[src/hw/rtl/mi2_pkg.sv]
// Shared constants, codes and lane result type for the 2x2 mutual information block.
`default_nettype none
package mi2_pkg;

  localparam int COUNT_WIDTH_DEF = 16;
  localparam int MAX_TERMS_DEF   = 64;
  localparam int FRAC_BITS_DEF   = 16;

  localparam int NUM_CELLS  = 4;
  localparam int WORK_FRAC  = 32;
  localparam int EPS_SHIFT  = 8;
  localparam int THR_W      = 25;
  localparam int EPS_W      = THR_W + EPS_SHIFT;
  // series sum stays below 4.5 * 2^32 for up to 1024 terms
  localparam int ACC_W      = 36;
  // log2 magnitude, acc * 2/ln2
  localparam int LG_W       = 38;
  localparam int SUM_W      = LG_W + 3;

  localparam logic [THR_W-1:0]     THR_RESET    = THR_W'(16);
  localparam logic [WORK_FRAC-1:0] TWO_OVER_LN2 = 32'd3098164009;

  localparam logic [1:0] STATUS_OK   = 2'd0;
  localparam logic [1:0] STATUS_ZERO = 2'd1;
  localparam logic [1:0] STATUS_CAP  = 2'd2;

  typedef struct packed {
    logic            done;
    logic            neg;
    logic            cap;
    logic [LG_W-1:0] part;
  } lane_res_t;

endpackage
`default_nettype wire

[src/hw/rtl/mi2_merge.sv]
// Merge stage: signed sum of the lane parts, clamp, status and result register.
`default_nettype none
module mi2_merge #(
  parameter int FRAC_BITS = mi2_pkg::FRAC_BITS_DEF
) (
  input  wire logic               clk,
  input  wire logic               rst,
  input  wire logic               go,
  input  wire logic               zero,
  input  wire mi2_pkg::lane_res_t lane_res [mi2_pkg::NUM_CELLS],
  input  wire logic               result_stall,
  output logic                    result_valid,
  output logic [FRAC_BITS:0]      info_bits,
  output logic [1:0]              status
);

  localparam int SUM_W = mi2_pkg::SUM_W;
  localparam int SHIFT = mi2_pkg::WORK_FRAC - FRAC_BITS;
  localparam logic [SUM_W-1:0] ONE = SUM_W'(1) << FRAC_BITS;

  logic signed [SUM_W-1:0] total;
  logic        [SUM_W-1:0] scaled;
  logic        [FRAC_BITS:0] info_next;
  logic                    any_cap;

  always_comb begin
    total   = '0;
    any_cap = 1'b0;
    for (int i = 0; i < mi2_pkg::NUM_CELLS; i++) begin
      if (lane_res[i].neg) total = total - $signed(SUM_W'(lane_res[i].part));
      else total = total + $signed(SUM_W'(lane_res[i].part));
      any_cap = any_cap | lane_res[i].cap;
    end
    scaled = $unsigned(total) >> SHIFT;
    if (total < 0) info_next = '0;
    else if (scaled > ONE) info_next = (FRAC_BITS+1)'(ONE);
    else info_next = (FRAC_BITS+1)'(scaled);
  end

  always_ff @(posedge clk) begin
    if (rst) begin
      result_valid <= 1'b0;
    end else if (go) begin
      result_valid <= 1'b1;
    end else if (!result_stall) begin
      result_valid <= 1'b0;
    end
  end

  always_ff @(posedge clk) begin
    if (go) begin
      if (zero) begin
        info_bits <= '0;
        status    <= mi2_pkg::STATUS_ZERO;
      end else begin
        info_bits <= info_next;
        status    <= any_cap ? mi2_pkg::STATUS_CAP : mi2_pkg::STATUS_OK;
      end
    end
  end

endmodule
`default_nettype wire
[config.mk]
export PLATFORM = sky130hd
export DESIGN_NAME = mi2_merge
export DESIGN_NICKNAME = d
export VERILOG_FILES = /design/src/hw/rtl/mi2_pkg.sv /design/src/hw/rtl/mi2_merge.sv
export SDC_FILE = /design/constraint.sdc
export NUM_CORES = 1
export LEC_CHECK = 0
export ABC_CLOCK_PERIOD_IN_PS = 26800
export BUFFER_PORTS_ARGS = -buffer_cell sky130_fd_sc_hd__buf_2
export CAP_MARGIN = 10
export CORE_ASPECT_RATIO = 0.8
export CORE_MARGIN = 5
export CORE_UTILIZATION = 45
export DETAILED_ROUTE_END_ITERATION = 12
export GPL_ROUTABILITY_DRIVEN = 1
export PLACE_DENSITY_LB_ADDON = 0.25
export SLEW_MARGIN = 20
export SYNTH_ARGS = -nofsm -noshare
export SYNTH_HDL_FRONTEND = slang
export SYNTH_SLANG_ARGS = --single-unit
[constraint.sdc]
create_clock -name clk -period 26.8 [get_ports clk]
set_input_delay 1.34 -clock clk [delete_from_list [all_inputs] [get_ports clk]]
set_output_delay 1.34 -clock clk [all_outputs]
set_load 0.01 [all_outputs]
==> results.toml <==
[status]
status = "finished, final reports clean"

[detailed_routing]
vias = 10700
routed_via_density = 5.71
drt_wl_total_um = 28400
wl_per_cell_um = 15.2
drt_iter0_drc = 701
firstDrtPassIters = 8
antenna_left = 0
drc_errors = 0

[logic_synthesis]
synth_seq_cells = 20
ys_warn_count = 0
async_flop_share = 0
syn-mean-instance-area_sq_um = 7.04
ys.flop_type = "edfxtp_1"
syn_inst = 1413
synth_top_area_frac = 0.177
syn_nets = 1707
synth_cell_type_count = 78
yosysTopAreaCell = "xnor2_1"
synth_edf_count = 19
synth_area_sq_um = 9940
ys_seq_area_frac = 0.0594
synth_area_leaders = "xnor2_1 (18%), ha_1 (15%), a21oi_1 (7.7%)"

[layout]
layout_commonest_cell = "xnor2_1"
drive_gt1_frac = 0.140
fin_nets = 1863
area_growth_pct = 12.8
fillers = 2231
most-common-layout-cells = "xnor2_1 (201), buf_2 (184), nor2_1 (159)"

[die]
die_width_um = 176
num_rows = 48
start_util = 0.459
die_area_sq_um = 25200
dieHeight_um = 143
core-area_sq_um = 21700
pin_count = 189

[sta]
tns_ns = 0
finClkSkew_ns = 0
clock.fmax_mhz = 93.2
worst_pin_slew_ns = 0.795
slew_viol_final = 0
min_period_ns = 10.73
setup_viol = 0
finalHoldViolCount = 0
rsz0062_at_grt = "false"
min_period_over_period = 0.400
slew_headroom = 0.465

[power]
p_total_w = 0.00121
leakage_nw = 4.63
peakVddDrop_v = 0.0000556
powerDensity_nw_per_um2 = 108

[cts]
clk_latency_ns = 0.25
cts_root_buf = "clkbuf_16"
clk_pin_slew_ns = 0.06
cts-hold-fix-buffers = 0
clock-sinks = 20
cts_buffers = 3
post_cts_resized = 0
clock_path_buffers = 2
htree_levels = 1
post_cts_buffers = 0
cts_tree = "yes"

[run]
max_cap_violations = 0

[global_routing]
grt_pass1_vias = 10100
grt.total_usage = 0.219
grt_pass1_wl_um = 47400
grt_start_max_net_pins = 40
antenna_found_initial = 2
overflow = 0

[setup_path]
endpoint_kind = "flip-flop"
crit_required_ns = 26.86
startpoint_type = "primary input"
cp_max_fo = 16
crit_slowest_cell = "nor4b_1"
reg2reg_slack_ns = 26.23
worst-setup-path-type = "in2reg"
cp.arrival_ns = 10.79
critPathMaxStageDelay_ns = 0.60

[placement]
dpl.hpwl_um = 24400
globalplace.congestion = 0.941
io_buffers = 184

[hold_path]
hp-class = "reg2reg"
[cell type report]
cell class	count	area, sq um	area share
well taps	300	375	0.0335
diodes	2	5.00	0.000446
inverters	60	225	0.0201
flip-flops and latches	20	591	0.0527
repair buffers	186	936	0.0835
clock buffers	4	88.8	0.00792
multi-input cells	1298	8990	0.802
[synth_stat cells (15+ instances only)]
cell type / instances
xnor2_1: 201
nor2_1: 159
a21oi_1: 152
ha_1: 123
o21ai_0: 87
nand2_1: 86
inv_1: 60
nor3_1: 50
a21o_1: 38
xor2_1: 31
clkbuf_1: 29
nand3_1: 24
nor4_1: 24
nand2b_1: 22
nand4_1: 22
or3_1: 22
a31oi_1: 20
edfxtp_1: 19
a211oi_1: 17
o21a_1: 16
o21bai_1: 16
o31ai_1: 15
[critical path: cells and delay by family]
kind | cells | cell delay [ns]
AO/OA/AOI/OAI | 14 | 3.26
XOR/XNOR | 3 | 0.47
adder cells (fa/ha/maj) | 3 | 1.18
buffers and inverters | 1 | 0.11
AND/OR/NAND/NOR | 12 | 4.42
[metal layers]
layer / up-vias / global-route usage / wire, um
met5: - / 0 / 0
met4: 0 / 0.0263 / 342
met3: 31 / 0.0138 / 1430
met2: 267 / 0.376 / 12800
met1: 4845 / 0.313 / 13900
li1: 5534 / - / -
[where the power goes]
part | switching, W | internal, W
sequential | 0.000000587 | 0.0000376
combinational | 0.000689 | 0.000450
clock | 0.0000111 | 0.0000228
[kinds of logic (layout without fill, tap and decap cells)]
| logic type | after synthesis | count (layout) | synth area share |
|---|---|---|---|
| other cells | 0 | 2 | 0 |
| mux | 3 | 3 | 0.00302 |
| compound gates | 442 | 442 | 0.279 |
| xor+xnor | 234 | 234 | 0.209 |
| simple gates | 494 | 494 | 0.254 |
| fa+ha+maj | 125 | 125 | 0.159 |
| flops | 20 | 20 | 0.0594 |
| buf+inv | 95 | 250 | 0.0367 |
[per-stage QoR]
stage               utilization  hold WS [ns]  cells  worst slack [ns]  cell area [sq um]
finish                    0.517         0.480   1870             16.07              11200
global route              0.517         0.537   1870             15.46              11200
CTS                       0.517         0.488   1868             16.20              11200
detailed placement        0.513         0.475   1864             15.94              11100
global placement          0.513         0.463   1864             16.04              11100
floorplan                     -         0.521   1413             17.23               9940
[sequential cells by signal, indices dropped and copies added, names as in the netlist]
| name | cells |
|---|---|
| status | 2 |
| result_valid | 1 |
| info_bits | 17 |
[final timing paths]
kind                 startpoint           end  depth (start not counted)
hold / removal     result_valid  result_valid                          2
setup / recovery  lane_res[128]  info_bits[1]                         33
hold reg to reg    result_valid  result_valid                          2
setup reg to reg   result_valid  result_valid                          2
No activity file was read; power rests on OpenSTA's default activity.
